==> config.mk <==
export PLATFORM = sky130hd
export DESIGN_NAME = qnlerp_len_merge
export DESIGN_NICKNAME = d
export VERILOG_FILES = /design/src/sv/quaternion_nlerp_assert.svh /design/src/sv/qnlerp_pkg.sv /design/src/sv/qnlerp_len_merge.sv
export SDC_FILE = /design/constraint.sdc
export NUM_CORES = 1
export LEC_CHECK = 0
export ABC_AREA = 1
export BUFFER_PORTS_ARGS = -buffer_cell sky130_fd_sc_hd__buf_2
export CORE_ASPECT_RATIO = 1.75
export CORE_MARGIN = 3
export CORE_UTILIZATION = 40
export CTS_BUF_LIST = sky130_fd_sc_hd__clkbuf_8 sky130_fd_sc_hd__clkbuf_16
export CTS_CLUSTER_DIAMETER = 150
export DETAILED_ROUTE_END_ITERATION = 10
export HOLD_SLACK_MARGIN = 0.08
export PLACE_DENSITY = 0.72
export SYNTH_ARGS = -nofsm -noshare
export SYNTH_HDL_FRONTEND = slang
export SYNTH_SLANG_ARGS = --single-unit
==> constraint.sdc <==
create_clock -name clk -period 5.78 [get_ports clk]
set_input_delay 1.734 -clock clk [delete_from_list [all_inputs] [get_ports clk]]
set_output_delay 1.734 -clock clk [all_outputs]
set_load 0.03 [all_outputs]
==> src/sv/quaternion_nlerp_assert.svh <==
// ---------------------------------------------------------------------------
// quaternion_nlerp assertion macros
// Shared concurrent assertion forms, clocked on clk and disabled during rst.
// ---------------------------------------------------------------------------
`ifndef QUATERNION_NLERP_ASSERT_SVH
`define QUATERNION_NLERP_ASSERT_SVH

// Same-cycle implication.
`define QNLERP_ASSERT_IMPL(label, ante, cons, msg) \
  label: assert property (@(posedge clk) disable iff (rst) (ante) |-> (cons)) \
    else $error(msg);

// Next-cycle implication.
`define QNLERP_ASSERT_NEXT(label, ante, cons, msg) \
  label: assert property (@(posedge clk) disable iff (rst) (ante) |=> (cons)) \
    else $error(msg);

// Implication after a fixed number of cycles.
`define QNLERP_ASSERT_DELAY(label, ante, dly, cons, msg) \
  label: assert property (@(posedge clk) disable iff (rst) (ante) |-> ##(dly) (cons)) \
    else $error(msg);

`endif

==> src/sv/qnlerp_pkg.sv <==
// ---------------------------------------------------------------------------
// qnlerp_pkg
// Widths, constants, transaction types and helpers for the quaternion nlerp.
// ---------------------------------------------------------------------------
`timescale 1ns / 1ps
`default_nettype none

package qnlerp_pkg;

  localparam int FRAC_BITS   = 14;
  localparam int COMP_W      = 16;
  localparam int BLEND_W     = 16;
  localparam int BLEND_SHIFT = 15;
  localparam int BLEND_ONE   = 1 << BLEND_SHIFT;
  localparam int BLEND_HALF  = 1 << (BLEND_SHIFT - 1);
  localparam int NUM_LANES   = 4;
  localparam int COMP_MAX    = (1 << (COMP_W - 1)) - 1;

  localparam int DIFF_W   = COMP_W + 1;
  localparam int PROD_W   = DIFF_W + BLEND_W + 1;
  localparam int SQ_W     = 2 * COMP_W - 1;
  localparam int LEN_W    = SQ_W + 2;
  localparam int SAT_IN_W = (FRAC_BITS + 2 > COMP_W + 4) ? FRAC_BITS + 2 : COMP_W + 4;

  // Root digit recurrence: one stage per result bit.
  localparam int NUM_STEPS = FRAC_BITS + 1;
  localparam int N_W       = FRAC_BITS + 1;
  localparam int P_W       = LEN_W + FRAC_BITS + 2;
  localparam int R_W       = LEN_W + 2 * FRAC_BITS + 5;

  // Accept to strobe: 3 lane stages, merge/align, init, root steps, output.
  localparam int LATENCY = NUM_STEPS + 6;

  localparam longint unsigned THRESH = (64'd1 << (2 * FRAC_BITS)) / 64'd1000;

  typedef logic signed [COMP_W-1:0] comp_t;

  localparam comp_t ONE_Q = (FRAC_BITS >= COMP_W - 1) ? comp_t'(COMP_MAX)
                                                      : comp_t'(1 << FRAC_BITS);

  typedef struct packed {
    comp_t              u_x;
    comp_t              u_y;
    comp_t              u_z;
    comp_t              u_w;
    comp_t              v_x;
    comp_t              v_y;
    comp_t              v_z;
    comp_t              v_w;
    logic [BLEND_W-1:0] blend;
  } request_t;

  typedef struct packed {
    comp_t out_x;
    comp_t out_y;
    comp_t out_z;
    comp_t out_w;
    logic  degenerate;
  } result_t;

  typedef struct packed {
    logic [LEN_W-1:0] len2;
    logic             degenerate;
  } len_info_t;

  function automatic comp_t sat_comp(input logic signed [SAT_IN_W-1:0] x);
    logic signed [SAT_IN_W-1:0] hi_lim;
    logic signed [SAT_IN_W-1:0] lo_lim;
    comp_t                      res;
    hi_lim = SAT_IN_W'(COMP_MAX);
    lo_lim = SAT_IN_W'(-COMP_MAX - 1);
    if (x > hi_lim) begin
      res = comp_t'(COMP_MAX);
    end else if (x < lo_lim) begin
      res = comp_t'(-COMP_MAX - 1);
    end else begin
      res = x[COMP_W-1:0];
    end
    return res;
  endfunction

endpackage

`default_nettype wire

==> src/sv/qnlerp_len_merge.sv <==
// ---------------------------------------------------------------------------
// qnlerp_len_merge
// Sum the lane squares into the squared length and test it against the floor.
// ---------------------------------------------------------------------------
`timescale 1ns / 1ps
`default_nettype none

module qnlerp_len_merge (
  input  logic                                                  clk,
  input  logic [qnlerp_pkg::NUM_LANES-1:0][qnlerp_pkg::SQ_W-1:0] qsq,
  output qnlerp_pkg::len_info_t                                 info
);

  logic [qnlerp_pkg::LEN_W-1:0] sum;

  always_comb begin
    sum = '0;
    for (int i = 0; i < qnlerp_pkg::NUM_LANES; i++) begin
      sum = sum + qnlerp_pkg::LEN_W'(qsq[i]);
    end
  end

  always_ff @(posedge clk) begin
    info.len2       <= sum;
    info.degenerate <= !(64'(sum) > qnlerp_pkg::THRESH);
  end

endmodule

`default_nettype wire

==> impl_metrics.env <==
export IMPL_status="finished clean"
export IMPL_fmax_mhz=215.3
export IMPL_whs_ns=1.719
export IMPL_gr_total_overflow=0
export IMPL_end_kind="register"
export IMPL_clk_path_buf_depth=2
export IMPL_layout_drive_gt1_share=0.2071
export IMPL_cts_buffers=5
export IMPL_die_y_um=158.7
export IMPL_crit_required_ns=6.00
export IMPL_power_leakage_nw=4.181
export IMPL_cts_sinks=34
export IMPL_port_buffers=158
export IMPL_core_um2=13010
export IMPL_reg_largest_list="info x34"
export IMPL_synth_area_um2=5330
export IMPL_synth_xor_area_frac=0.007981
export IMPL_synth_distinct_cells=25
export IMPL_die_w_um=93.26
export IMPL_drtAntennaViolNets=0
export IMPL_post_cts_resize_count=0
export IMPL_tightestPinTransition_ns=0.3335
export IMPL_post_cts_setup_buffer_count=0
export IMPL_maxCapViolCount=0
export IMPL_final_common_cell="inv_1"
export IMPL_dp_hpwl_um=12300
export IMPL_cpMostUsedCell="nand2_1"
export IMPL_fin_crit_ns=4.645
export IMPL_synth_top_area_share=0.2329
export IMPL_cts_root_buf="clkbuf_16"
export IMPL_min_to="info[1]"
export IMPL_final_cell_mix="inv_1, nand2_1, buf_2"
export IMPL_worstHoldStart="qsq[93]"
export IMPL_route_vias_total=5238
export IMPL_slowest_stage="fa_1"
export IMPL_final_max_slew_viol_count=0
export IMPL_ys_async_sr_fraction=0
export IMPL_gp_congestion=0.9092
export IMPL_synth_ff_type="dfxtp_1"
export IMPL_hold_class="in -> reg"
export IMPL_syn_inst=844
export IMPL_largest_register="info"
export IMPL_power_per_cell_area_nw_per_um2=398.2
export IMPL_remaining_drc_errors=0
export IMPL_synthSimpleGateAreaFrac=0.3399
export IMPL_yosysTopAreaCell="fa_1"
export IMPL_die_area_um2=14800
export IMPL_yosys_top_cells_area="fa_1, inv_1, nand2_1, dfxtp_1, ha_1"
export IMPL_synth_seq_cells=34
export IMPL_finalWirelength_um=13290
export IMPL_ys_seq_area_frac=0.1277
export IMPL_drt_iter0_drc=206
export IMPL_min_path_cells=2
export IMPL_rsz0062_at_grt="no"
export IMPL_rows=55
export IMPL_path_clk_slew_ns=0.05
export IMPL_synth_top_family_by_area="simple AND/OR/NAND/NOR gates"
export IMPL_crit_type="in -> reg"
export IMPL_first_global_vias=5435
export IMPL_crit_buf_inv=3
export IMPL_crit_chain="buf_2 -> inv_1 -> fa_1 -> fa_1 -> inv_1 -> ha_1 -> fa_1 -> nand3_1 -> nand2_1 -> nand2_1 -> nand2_1 -> nand2_1 -> nand2_1 -> xor2_2 -> nor2_1 -> nand2_1 -> nor2_1 -> nand3_1 -> nand2_1"
export IMPL_cp_arrival_ns=4.86
export IMPL_path_max_fanout=4
export IMPL_finalSetupViolCount=0
export IMPL_synth_mux_area_frac=0
export IMPL_final_cells=1180
export IMPL_largest_reg_flops=34
export IMPL_p_total_w=0.002598
export IMPL_peakVddDrop_mv=0.2051
export IMPL_crit_family="adder cells"
export IMPL_diodes=0
export IMPL_drt_pass1_iterations=5
export IMPL_critPathMaxStageDelay_ns=0.53
export IMPL_synth_area_per_cell_um2=6.315
export IMPL_antenna_found_initial=0
export IMPL_synthAdderAreaFrac=0.3080
export IMPL_vias_per_cell=4.439
export IMPL_synth_edf_count=0
export IMPL_place_inst=1172
export IMPL_startpoint_type="input port"
export IMPL_yosysWarnings=0
export IMPL_setup_tns_ns=0
export IMPL_initial_utilization=0.4098
export IMPL_cts_tree="built"
export IMPL_post_route_util=0.5016
export IMPL_slew_headroom=0.7777
export IMPL_fin_crit_sh=0.8037
export IMPL_hold_buffers=0
export IMPL_hold_viol_final=0
export IMPL_grt_max_degree=13
export IMPL_synth_compound_area_frac=0.01831
export IMPL_grt_pass1_wl_um=22550
export IMPL_syn_nets=1063
export IMPL_area_growth_pct=22.39
export IMPL_post_drt_wl_per_cell_um=11.26
export IMPL_fillers=1396
export IMPL_ios=159
export IMPL_fin_nets=1227
export IMPL_htreeDepth=2
export IMPL_grt_use_total=0.1880
cells in the mapped netlist (2+ instances only):
| cell type | n |
|---|---|
| nor3_1 | 5 |
| nor2_1 | 55 |
| nand3_1 | 36 |
| o21bai_1 | 3 |
| nand3_2 | 8 |
| nand2_1 | 259 |
| inv_2 | 4 |
| inv_1 | 276 |
| nor2_4 | 2 |
| dfxtp_1 | 34 |
| nand3b_1 | 3 |
| and2_1 | 4 |
| nor3_2 | 3 |
| a21oi_1 | 15 |
| nand4_1 | 12 |
| xnor2_1 | 2 |
| nand2_2 | 18 |
| fa_1 | 62 |
| ha_1 | 32 |
| nor2_2 | 6 |
through the flow:
| stage | cell area (µm²) | setup slack [ns] |
|---|---|---|
| after detailed placement | 6330 | 0.8841 |
| after global routing | 6524 | 0.8334 |
| after CTS | 6524 | 1.111 |
| after global placement | 6330 | 0.9692 |
| final | 6524 | 1.135 |
| after floorplan | 5330 | 1.201 |
cells by family (layout without fill, tap and decap cells):
group | Yosys count | after routing
AO/OA/AOI/OAI | 18 | 18
XOR/XNOR | 4 | 4
buffers and inverters | 281 | 446
AND/OR/NAND/NOR | 413 | 413
flip-flops | 34 | 34
adder cells (fa/ha/maj) | 94 | 94
where the power goes:
| part | internal, W | switching, W | total (W) | leakage [nW] |
|---|---|---|---|---|
| clock network | 0.000247 | 0.0000944 | 0.000342 | 0.0940 |
| logic | 0.000596 | 0.00128 | 0.00187 | 3.80 |
| registers | 0.000357 | 0.0000269 | 0.000384 | 0.286 |
final cells by class:
cell class / count / area (µm²) / share of cell area
clock inverters: 3 / 68.82 / 0.01055
clock buffers: 5 / 125.1 / 0.01918
flip-flops and latches: 34 / 680.7 / 0.1043
multi-input cells: 529 / 3593 / 0.5508
inverters: 280 / 1051 / 0.1611
repair buffers: 158 / 790.8 / 0.1212
well taps: 171 / 214.0 / 0.03280
how the worst max path moves through the flow:
| stage | startpoint | endpoint | slack [ns] | cells past startpoint |
|---|---|---|---|---|
| 4_1_cts | qsq[1] | info[0] | 1.11 | 19 |
| 2_1_floorplan | qsq[1] | info[0] | 1.20 | 18 |
| 3_3_place_gp | qsq[1] | info[0] | 0.97 | 19 |
| 3_5_place_dp | qsq[1] | info[0] | 0.88 | 22 |
| 5_1_grt | qsq[1] | info[0] | 0.83 | 22 |
| 6_report | qsq[1] | info[0] | 1.13 | 19 |
per-layer routing:
metal  up-vias  part of all wire  global-route usage
met1      2308              0.32              0.1583
met3        52             0.040             0.02464
li1       2725                 -                   -
met5         -                 0                   0
met2       153              0.57              0.3848
met4         0             0.070              0.1154
No activity file was read; power rests on OpenSTA's default activity.
