## src/sv/quaternion_nlerp_assert.svh

```systemverilog
// ---------------------------------------------------------------------------
// quaternion_nlerp assertion macros
// Shared concurrent assertion forms, clocked on clk and disabled during rst.
// ---------------------------------------------------------------------------
`ifndef QUATERNION_NLERP_ASSERT_SVH
`define QUATERNION_NLERP_ASSERT_SVH

// Same-cycle implication.
`define QNLERP_ASSERT_IMPL(label, ante, cons, msg) \
  label: assert property (@(posedge clk) disable iff (rst) (ante) |-> (cons)) \
    else $error(msg);

// Next-cycle implication.
`define QNLERP_ASSERT_NEXT(label, ante, cons, msg) \
  label: assert property (@(posedge clk) disable iff (rst) (ante) |=> (cons)) \
    else $error(msg);

// Implication after a fixed number of cycles.
`define QNLERP_ASSERT_DELAY(label, ante, dly, cons, msg) \
  label: assert property (@(posedge clk) disable iff (rst) (ante) |-> ##(dly) (cons)) \
    else $error(msg);

`endif

```

## src/sv/qnlerp_pkg.sv

```systemverilog
// ---------------------------------------------------------------------------
// qnlerp_pkg
// Widths, constants, transaction types and helpers for the quaternion nlerp.
// ---------------------------------------------------------------------------
`timescale 1ns / 1ps
`default_nettype none

package qnlerp_pkg;

  localparam int FRAC_BITS   = 14;
  localparam int COMP_W      = 16;
  localparam int BLEND_W     = 16;
  localparam int BLEND_SHIFT = 15;
  localparam int BLEND_ONE   = 1 << BLEND_SHIFT;
  localparam int BLEND_HALF  = 1 << (BLEND_SHIFT - 1);
  localparam int NUM_LANES   = 4;
  localparam int COMP_MAX    = (1 << (COMP_W - 1)) - 1;

  localparam int DIFF_W   = COMP_W + 1;
  localparam int PROD_W   = DIFF_W + BLEND_W + 1;
  localparam int SQ_W     = 2 * COMP_W - 1;
  localparam int LEN_W    = SQ_W + 2;
  localparam int SAT_IN_W = (FRAC_BITS + 2 > COMP_W + 4) ? FRAC_BITS + 2 : COMP_W + 4;

  // Root digit recurrence: one stage per result bit.
  localparam int NUM_STEPS = FRAC_BITS + 1;
  localparam int N_W       = FRAC_BITS + 1;
  localparam int P_W       = LEN_W + FRAC_BITS + 2;
  localparam int R_W       = LEN_W + 2 * FRAC_BITS + 5;

  // Accept to strobe: 3 lane stages, merge/align, init, root steps, output.
  localparam int LATENCY = NUM_STEPS + 6;

  localparam longint unsigned THRESH = (64'd1 << (2 * FRAC_BITS)) / 64'd1000;

  typedef logic signed [COMP_W-1:0] comp_t;

  localparam comp_t ONE_Q = (FRAC_BITS >= COMP_W - 1) ? comp_t'(COMP_MAX)
                                                      : comp_t'(1 << FRAC_BITS);

  typedef struct packed {
    comp_t              u_x;
    comp_t              u_y;
    comp_t              u_z;
    comp_t              u_w;
    comp_t              v_x;
    comp_t              v_y;
    comp_t              v_z;
    comp_t              v_w;
    logic [BLEND_W-1:0] blend;
  } request_t;

  typedef struct packed {
    comp_t out_x;
    comp_t out_y;
    comp_t out_z;
    comp_t out_w;
    logic  degenerate;
  } result_t;

  typedef struct packed {
    logic [LEN_W-1:0] len2;
    logic             degenerate;
  } len_info_t;

  function automatic comp_t sat_comp(input logic signed [SAT_IN_W-1:0] x);
    logic signed [SAT_IN_W-1:0] hi_lim;
    logic signed [SAT_IN_W-1:0] lo_lim;
    comp_t                      res;
    hi_lim = SAT_IN_W'(COMP_MAX);
    lo_lim = SAT_IN_W'(-COMP_MAX - 1);
    if (x > hi_lim) begin
      res = comp_t'(COMP_MAX);
    end else if (x < lo_lim) begin
      res = comp_t'(-COMP_MAX - 1);
    end else begin
      res = x[COMP_W-1:0];
    end
    return res;
  endfunction

endpackage

`default_nettype wire

```

## src/sv/qnlerp_lerp_lane.sv

```systemverilog
// ---------------------------------------------------------------------------
// qnlerp_lerp_lane
// One component: blend u toward v, saturate, and square the result.
// ---------------------------------------------------------------------------
`timescale 1ns / 1ps
`default_nettype none

module qnlerp_lerp_lane (
  input  logic                              clk,
  input  qnlerp_pkg::comp_t                 u,
  input  qnlerp_pkg::comp_t                 v,
  input  logic [qnlerp_pkg::BLEND_W-1:0]    blend,
  output logic [qnlerp_pkg::SQ_W-1:0]       qsq,
  output logic                              neg
);

  logic [qnlerp_pkg::BLEND_W-1:0]                               t_clamp;
  logic signed [qnlerp_pkg::DIFF_W-1:0]                         diff;
  logic signed [qnlerp_pkg::PROD_W-1:0]                         prod;
  qnlerp_pkg::comp_t                                            u_d;
  logic signed [qnlerp_pkg::PROD_W-1:0]                         prod_rnd;
  logic signed [qnlerp_pkg::PROD_W-qnlerp_pkg::BLEND_SHIFT-1:0] step;
  logic signed [qnlerp_pkg::SAT_IN_W-1:0]                       sum;
  qnlerp_pkg::comp_t                                            q;
  logic signed [2*qnlerp_pkg::COMP_W-1:0]                       sq_full;

  always_comb begin
    // clamp t to one
    t_clamp  = (blend > qnlerp_pkg::BLEND_W'(qnlerp_pkg::BLEND_ONE)) ?
               qnlerp_pkg::BLEND_W'(qnlerp_pkg::BLEND_ONE) : blend;
    diff     = qnlerp_pkg::DIFF_W'(v) - qnlerp_pkg::DIFF_W'(u);
    // round half up, then floor shift
    prod_rnd = prod + qnlerp_pkg::PROD_W'(qnlerp_pkg::BLEND_HALF);
    step     = prod_rnd[qnlerp_pkg::PROD_W-1:qnlerp_pkg::BLEND_SHIFT];
    sum      = qnlerp_pkg::SAT_IN_W'(u_d) + qnlerp_pkg::SAT_IN_W'(step);
    sq_full  = q * q;
  end

  always_ff @(posedge clk) begin
    prod <= $signed({1'b0, t_clamp}) * diff;
    u_d  <= u;
    q    <= qnlerp_pkg::sat_comp(sum);
    qsq  <= sq_full[qnlerp_pkg::SQ_W-1:0];
    neg  <= q[qnlerp_pkg::COMP_W-1];
  end

endmodule

`default_nettype wire

```

## config.mk

```make
export PLATFORM = sky130hd
export DESIGN_NAME = qnlerp_lerp_lane
export DESIGN_NICKNAME = d
export VERILOG_FILES = /design/src/sv/quaternion_nlerp_assert.svh /design/src/sv/qnlerp_pkg.sv /design/src/sv/qnlerp_lerp_lane.sv
export SDC_FILE = /design/constraint.sdc
export NUM_CORES = 1
export LEC_CHECK = 0
export ABC_AREA = 1
export BUFFER_PORTS_ARGS = -buffer_cell sky130_fd_sc_hd__buf_2
export CAP_MARGIN = 15
export CORE_MARGIN = 2
export CORE_UTILIZATION = 40
export CTS_CLUSTER_SIZE = 40
export DETAILED_ROUTE_END_ITERATION = 10
export HOLD_SLACK_MARGIN = 0.08
export PLACE_DENSITY = 0.57
export SETUP_SLACK_MARGIN = 0.4
export SYNTH_ARGS = -nofsm -noshare
export SYNTH_HDL_FRONTEND = slang
export SYNTH_SLANG_ARGS = --single-unit
```

## constraint.sdc

```tcl
create_clock -name clk -period 9.45 [get_ports clk]
set_input_delay 1.4175 -clock clk [delete_from_list [all_inputs] [get_ports clk]]
set_output_delay 1.4175 -clock clk [all_outputs]
set_load 0.01 [all_outputs]
```

==> flow_summary.json, run 1 <==
{
  "die_x_um": 242,
  "cts_tree": "yes",
  "start_util": 0.403,
  "n_antenna_cell": 0,
  "syn_inst": 2852,
  "critPathMaxStageDelay_ns": 0.54,
  "rrSetupSlack_ns": 2.80,
  "outcome": "finished clean",
  "fp.dieH_um": 242,
  "ctsRootBufferMaster": "clkbuf_16",
  "reg2reg_from": "q[2]",
  "cts_resized": 0,
  "drt_wl_total_mm": 62.3,
  "dr_total_vias": 17988,
  "finalSetupViolCount": 0,
  "met3_usage": 0.0274,
  "final_common_cell": "inv_1",
  "grt_pass1_wl_mm": 103,
  "drc": 0,
  "coreArea_mm2": 0.0563,
  "grt_max_degree": 27,
  "ys_warn_count": 0,
  "dr.first_iter.drc_count": 990,
  "routedWlPerCell_um": 17.0,
  "met2_usage": 0.390,
  "grt_pass1_vias": 19455,
  "utilization": 0.430,
  "max_slew.worst_pin.slew_ns": 0.899,
  "end_kind": "register",
  "ctsHtreeMaxLevel": 3,
  "hold_start": "q[0]",
  "final.setup.worst_slack_ns": 1.19,
  "synth-seq-cells": 83,
  "grt_usage": 0.221,
  "maxSlewViolCount": 0,
  "antenna_found_initial": 1,
  "seq_area_mm2": 0.00166,
  "dp_slack_ns": 0.850,
  "clk_pin_slew_ns": 0.08,
  "max-clock-path-buffers": 2,
  "first_pass_iters": 7,
  "finalCriticalPeriod_ns": 8.26,
  "relSlewSlack": 0.400,
  "hold_depth": 1,
  "hold_path.class": "reg2reg",
  "finalCritPeriodShare": 0.874,
  "synthFlopType": "dfxtp_1",
  "insertion_delay_ns": 0.37,
  "synth_edf_count": 0,
  "r2r.worst_path.cells": 19,
  "timing.fmax_mhz": 121,
  "row_count": 87,
  "crit_fanout": 14,
  "maxCapViolations": 0,
  "final_cell_mix": "inv_1 (774), nand2_1 (539), fa_1 (443)",
  "vias_per_cell": 4.91,
  "met1_usage": 0.285,
  "multi_input_area_mm2": 0.0178,
  "critPathKind": "in2reg",
  "dieArea_mm2": 0.0587,
  "hold_viol_final": 0,
  "syn2layout_area_growth_pct": 6.65,
  "clock_skew_ns": 0.0149,
  "syn_area_mm2": 0.0227,
  "ios": 81,
  "gp_congestion": 0.961,
  "cts_setup_buffers": 0,
  "numCtsBuffers": 9,
  "avgSynthCellArea_um2": 7.96,
  "yosysSeqAreaShare": 0.0732,
  "worstPathArrival_ns": 8.52,
  "postCtsHoldBufs": 0,
  "nets": 3634,
  "synth_nets": 3587,
  "fin_tns_setup_ns": 0,
  "port-buffer-count": 79,
  "worst_setup_path_start_kind": "primary input",
  "hold_ws_ns": 0.582,
  "r2r_end": "qsq[27]",
  "ys_types": 53,
  "grt.overflow.total": 0,
  "drive_gt1_frac": 0.0548,
  "cp.required_ns": 9.72,
  "synthArstFlopShare": 0,
  "worstHoldEndpoint": "qsq[0]",
  "grt.busiest_layer": "met2",
  "clock-sinks": 83,
  "rsz0062_at_grt": "no",
  "critPathSlowestCell": "fa_1",
  "ant_nets": 0,
  "dp.final_hpwl_mm": 54.3,
  "fillCellCount": 5744
}
logic make-up (layout without fill, tap and decap cells):
kind of cell / after synthesis / in the layout / synth area share
simple gates: 937 / 937 / 0.171
buf+inv: 840 / 892 / 0.141
fa+ha+maj: 686 / 686 / 0.525
compound gates: 221 / 221 / 0.0572
xor+xnor: 84 / 84 / 0.0336
flops: 83 / 83 / 0.0732
other cells: 1 / 1 / 0.000165
layer usage:
| layer | share of wire | wire length (um) | vias to the layer above |
|---|---|---|---|
| li1 | - | - | 8528 |
| met1 | 0.43 | 27000 | 8835 |
| met2 | 0.49 | 30500 | 497 |
| met3 | 0.048 | 2970 | 126 |
| met4 | 0.028 | 1740 | 2 |
| met5 | 0.00021 | 13 | - |
worst max-delay path, delay by kind of cell:
family / cells / cell delay [ns]
AO/OA/AOI/OAI: 5 / 0.96
buffers and inverters: 8 / 0.85
AND/OR/NAND/NOR: 9 / 1.22
adder cells (fa/ha/maj): 9 / 4.05
worst max-delay path by stage:
stage	from	end	slack, ns	cells after the start
2_1_floorplan	v[0]	prod[30]	1.89	30
3_3_place_gp	blend[0]	prod[27]	0.86	28
3_5_place_dp	u[0]	prod[27]	0.85	30
4_1_cts	u[0]	prod[27]	1.23	30
5_1_grt	v[0]	prod[27]	0.75	31
6_report	u[0]	prod[27]	1.19	31
registers in the layout, summed over array words and instances, names as in the netlist:
signal / count
neg: 1
prod: 20
q: 16
qsq: 30
u_d: 16
per-stage QoR:
| step | area (um2) | instances |
|---|---|---|
| floorplan | 22700 | 2852 |
| global placement | 23900 | 3644 |
| detailed placement | 23900 | 3644 |
| CTS | 24200 | 3660 |
| global route | 24200 | 3660 |
| finish | 24200 | 3660 |
area by class of cell:
class / count / share of cell area
clock buffer: 10 / 0.00946
timing repair buffer: 90 / 0.0197
clock inverter: 6 / 0.00398
inverter: 786 / 0.122
tap: 756 / 0.0391
multi-input combinational: 1929 / 0.737
sequential: 83 / 0.0686
synthesized netlist by cell type (3+ instances only):
library cell,n,area (um2)
or2_2,10,62.6
a31oi_1,12,75.1
inv_2,3,11.3
buf_2,12,60.1
nand3_2,4,40.0
o211ai_1,5,37.5
ha_1,243,3040
a21o_1,19,143
xnor2_1,32,280
o21bai_1,8,60.1
nor2_1,215,807
o21ai_0,51,255
nand2_1,539,2020
nand4_1,16,100
clkbuf_1,37,139
fa_1,443,8870
inv_1,774,2910
dfxtp_1,83,1660
a211oi_1,6,45.0
nor2_2,8,50.1
nand3_1,88,440
o21a_1,7,52.6
nor3_1,24,120
a21oi_1,97,485
o21ai_1,3,15.0
clkinv_1,8,30.0
nand2_2,15,93.8
xor2_1,50,438
or2_1,3,18.8
nor4_1,4,25.0
Power of run 1 is left out: the tool's default activity adds up to more than one toggle a clock period on the data nets, which glitch-free logic cannot reach.
==> inputs of run 2 (changes only) <==
--- a/config.mk
+++ b/config.mk
@@ -14,6 +14,7 @@
 export DETAILED_ROUTE_END_ITERATION = 10
 export HOLD_SLACK_MARGIN = 0.08
 export PLACE_DENSITY = 0.57
+export REMOVE_ABC_BUFFERS = 1
 export SETUP_SLACK_MARGIN = 0.4
 export SYNTH_ARGS = -nofsm -noshare
 export SYNTH_HDL_FRONTEND = slang
==> run 2 against run 1 <==
- wire length increased by 0.89%
- sequential cell count unchanged
- core utilization did not move
- global-route usage is 0.35 points higher
- critical path depth fell by 2
- worst setup slack lost 0.27 ns
- register-to-register slack worse by 0.03 ns
- cell area is the same
- non-clock buffer count increased by 5
- highest routed layer unchanged
==> flow_summary.json, run 2 (synthesis gave the netlist of run 1 again) <==
{
  "coreArea_mm2": 0.0563,
  "rsz0062_at_grt": "no",
  "hold_path.class": "reg2reg",
  "rrSetupSlack_ns": 2.77,
  "drc": 0,
  "met3_usage": 0.0433,
  "nets": 3639,
  "met1_usage": 0.301,
  "first_pass_iters": 5,
  "cts_resized": 0,
  "maxSlewViolCount": 0,
  "hold_depth": 1,
  "clock_skew_ns": 0.0203,
  "cts_tree": "yes",
  "ctsRootBufferMaster": "clkbuf_16",
  "dr_total_vias": 18059,
  "max_slew.worst_pin.slew_ns": 0.990,
  "met2_usage": 0.377,
  "finalSetupViolCount": 0,
  "endpoint": "prod[23]",
  "dp.final_hpwl_mm": 54.4,
  "final_cell_mix": "inv_1 (774), nand2_1 (539), fa_1 (443)",
  "grt_pass1_wl_mm": 104,
  "reg2reg_from": "q[8]",
  "dieArea_mm2": 0.0587,
  "maxCapViolations": 0,
  "hold_viol_final": 0,
  "postCtsHoldBufs": 0,
  "drt_wl_total_mm": 62.8,
  "outcome": "finished clean",
  "dr.first_iter.drc_count": 1029,
  "timing.fmax_mhz": 117,
  "cp.required_ns": 9.73,
  "largest_reg_flops": 30,
  "numCtsBuffers": 9,
  "crit_fanout": 14,
  "reg_top3": "qsq x30, prod x20",
  "finalCriticalPeriod_ns": 8.52,
  "cts_setup_buffers": 0,
  "ios": 81,
  "grt_max_degree": 27,
  "max-clock-path-buffers": 2,
  "clk_pin_slew_ns": 0.07,
  "drive_gt1_frac": 0.0564,
  "end_kind": "register",
  "fp.dieH_um": 242,
  "path_common_cell": "fa_1",
  "grt.busiest_layer": "met2",
  "routedWlPerCell_um": 17.1,
  "grt_pass1_vias": 19595,
  "fin_tns_setup_ns": 0,
  "r2r.worst_path.cells": 21,
  "die_x_um": 242,
  "regMostFlops": "qsq",
  "worst_setup_path_start_kind": "primary input",
  "critPathLaunch": "u[0]",
  "grt.overflow.total": 0,
  "worstPathArrival_ns": 8.80,
  "clock-sinks": 83,
  "finalCritPeriodShare": 0.902,
  "vias_per_cell": 4.93,
  "n_antenna_cell": 0,
  "critPathSlowestCell": "fa_1",
  "critPathKind": "in2reg",
  "start_util": 0.403,
  "relSlewSlack": 0.340,
  "critPathMaxStageDelay_ns": 0.54,
  "port-buffer-count": 79,
  "row_count": 87,
  "ant_nets": 0,
  "antenna_found_initial": 3,
  "r2r_end": "qsq[27]",
  "insertion_delay_ns": 0.37,
  "gp_congestion": 0.976,
  "final_common_cell": "inv_1",
  "ctsHtreeMaxLevel": 3,
  "grt_usage": 0.224,
  "syn2layout_area_growth_pct": 6.65
}
==> run 2: how the worst min path moves through the flow <==
stage,from,to,slack (ns)
2_1_floorplan,q[0],qsq[0],0.51
3_3_place_gp,q[0],qsq[0],0.58
3_5_place_dp,q[0],qsq[0],0.58
4_1_cts,q[0],qsq[0],0.59
5_1_grt,q[0],qsq[0],0.61
6_report,q[0],qsq[0],0.60
==> run 2: area by class of cell <==
class | instances | area (um2)
repair buffers | 95 | 515
flip-flops and latches | 83 | 1660
fillers | 5751 | 32100
clock buffers | 12 | 256
well taps | 756 | 946
multi-input cells | 1929 | 17800
clock inverters | 4 | 31.3
inverters | 786 | 2950
==> run 2: critical path, delay by kind of cell <==
kind | cells | cell delay, ns
adder cells (fa/ha/maj) | 9 | 4.14
AND/OR/NAND/NOR | 7 | 1.15
AO/OA/AOI/OAI | 5 | 1.10
buffers and inverters | 7 | 0.77
XOR/XNOR | 1 | 0.22
==> run 2: through the flow <==
| stage | utilization | hold slack, ns | area, um2 | instances | worst slack, ns |
|---|---|---|---|---|---|
| 2_1_floorplan | - | 0.515 | 22500 | 2798 | 1.73 |
| 3_3_place_gp | 0.425 | 0.575 | 23900 | 3649 | 0.621 |
| 3_5_place_dp | 0.425 | 0.582 | 23900 | 3649 | 0.602 |
| 4_1_cts | 0.430 | 0.592 | 24200 | 3665 | 0.970 |
| 5_1_grt | 0.430 | 0.610 | 24200 | 3665 | 0.590 |
| 6_report | 0.430 | 0.596 | 24200 | 3665 | 0.928 |
==> run 2: per-layer routing <==
layer  vias up  part of all wire
met4         4             0.018
met1      8951              0.45
li1       8536                 -
met3        81             0.059
met2       487              0.47
met5         -           0.00049
Power of run 2 is left out for the same reason.
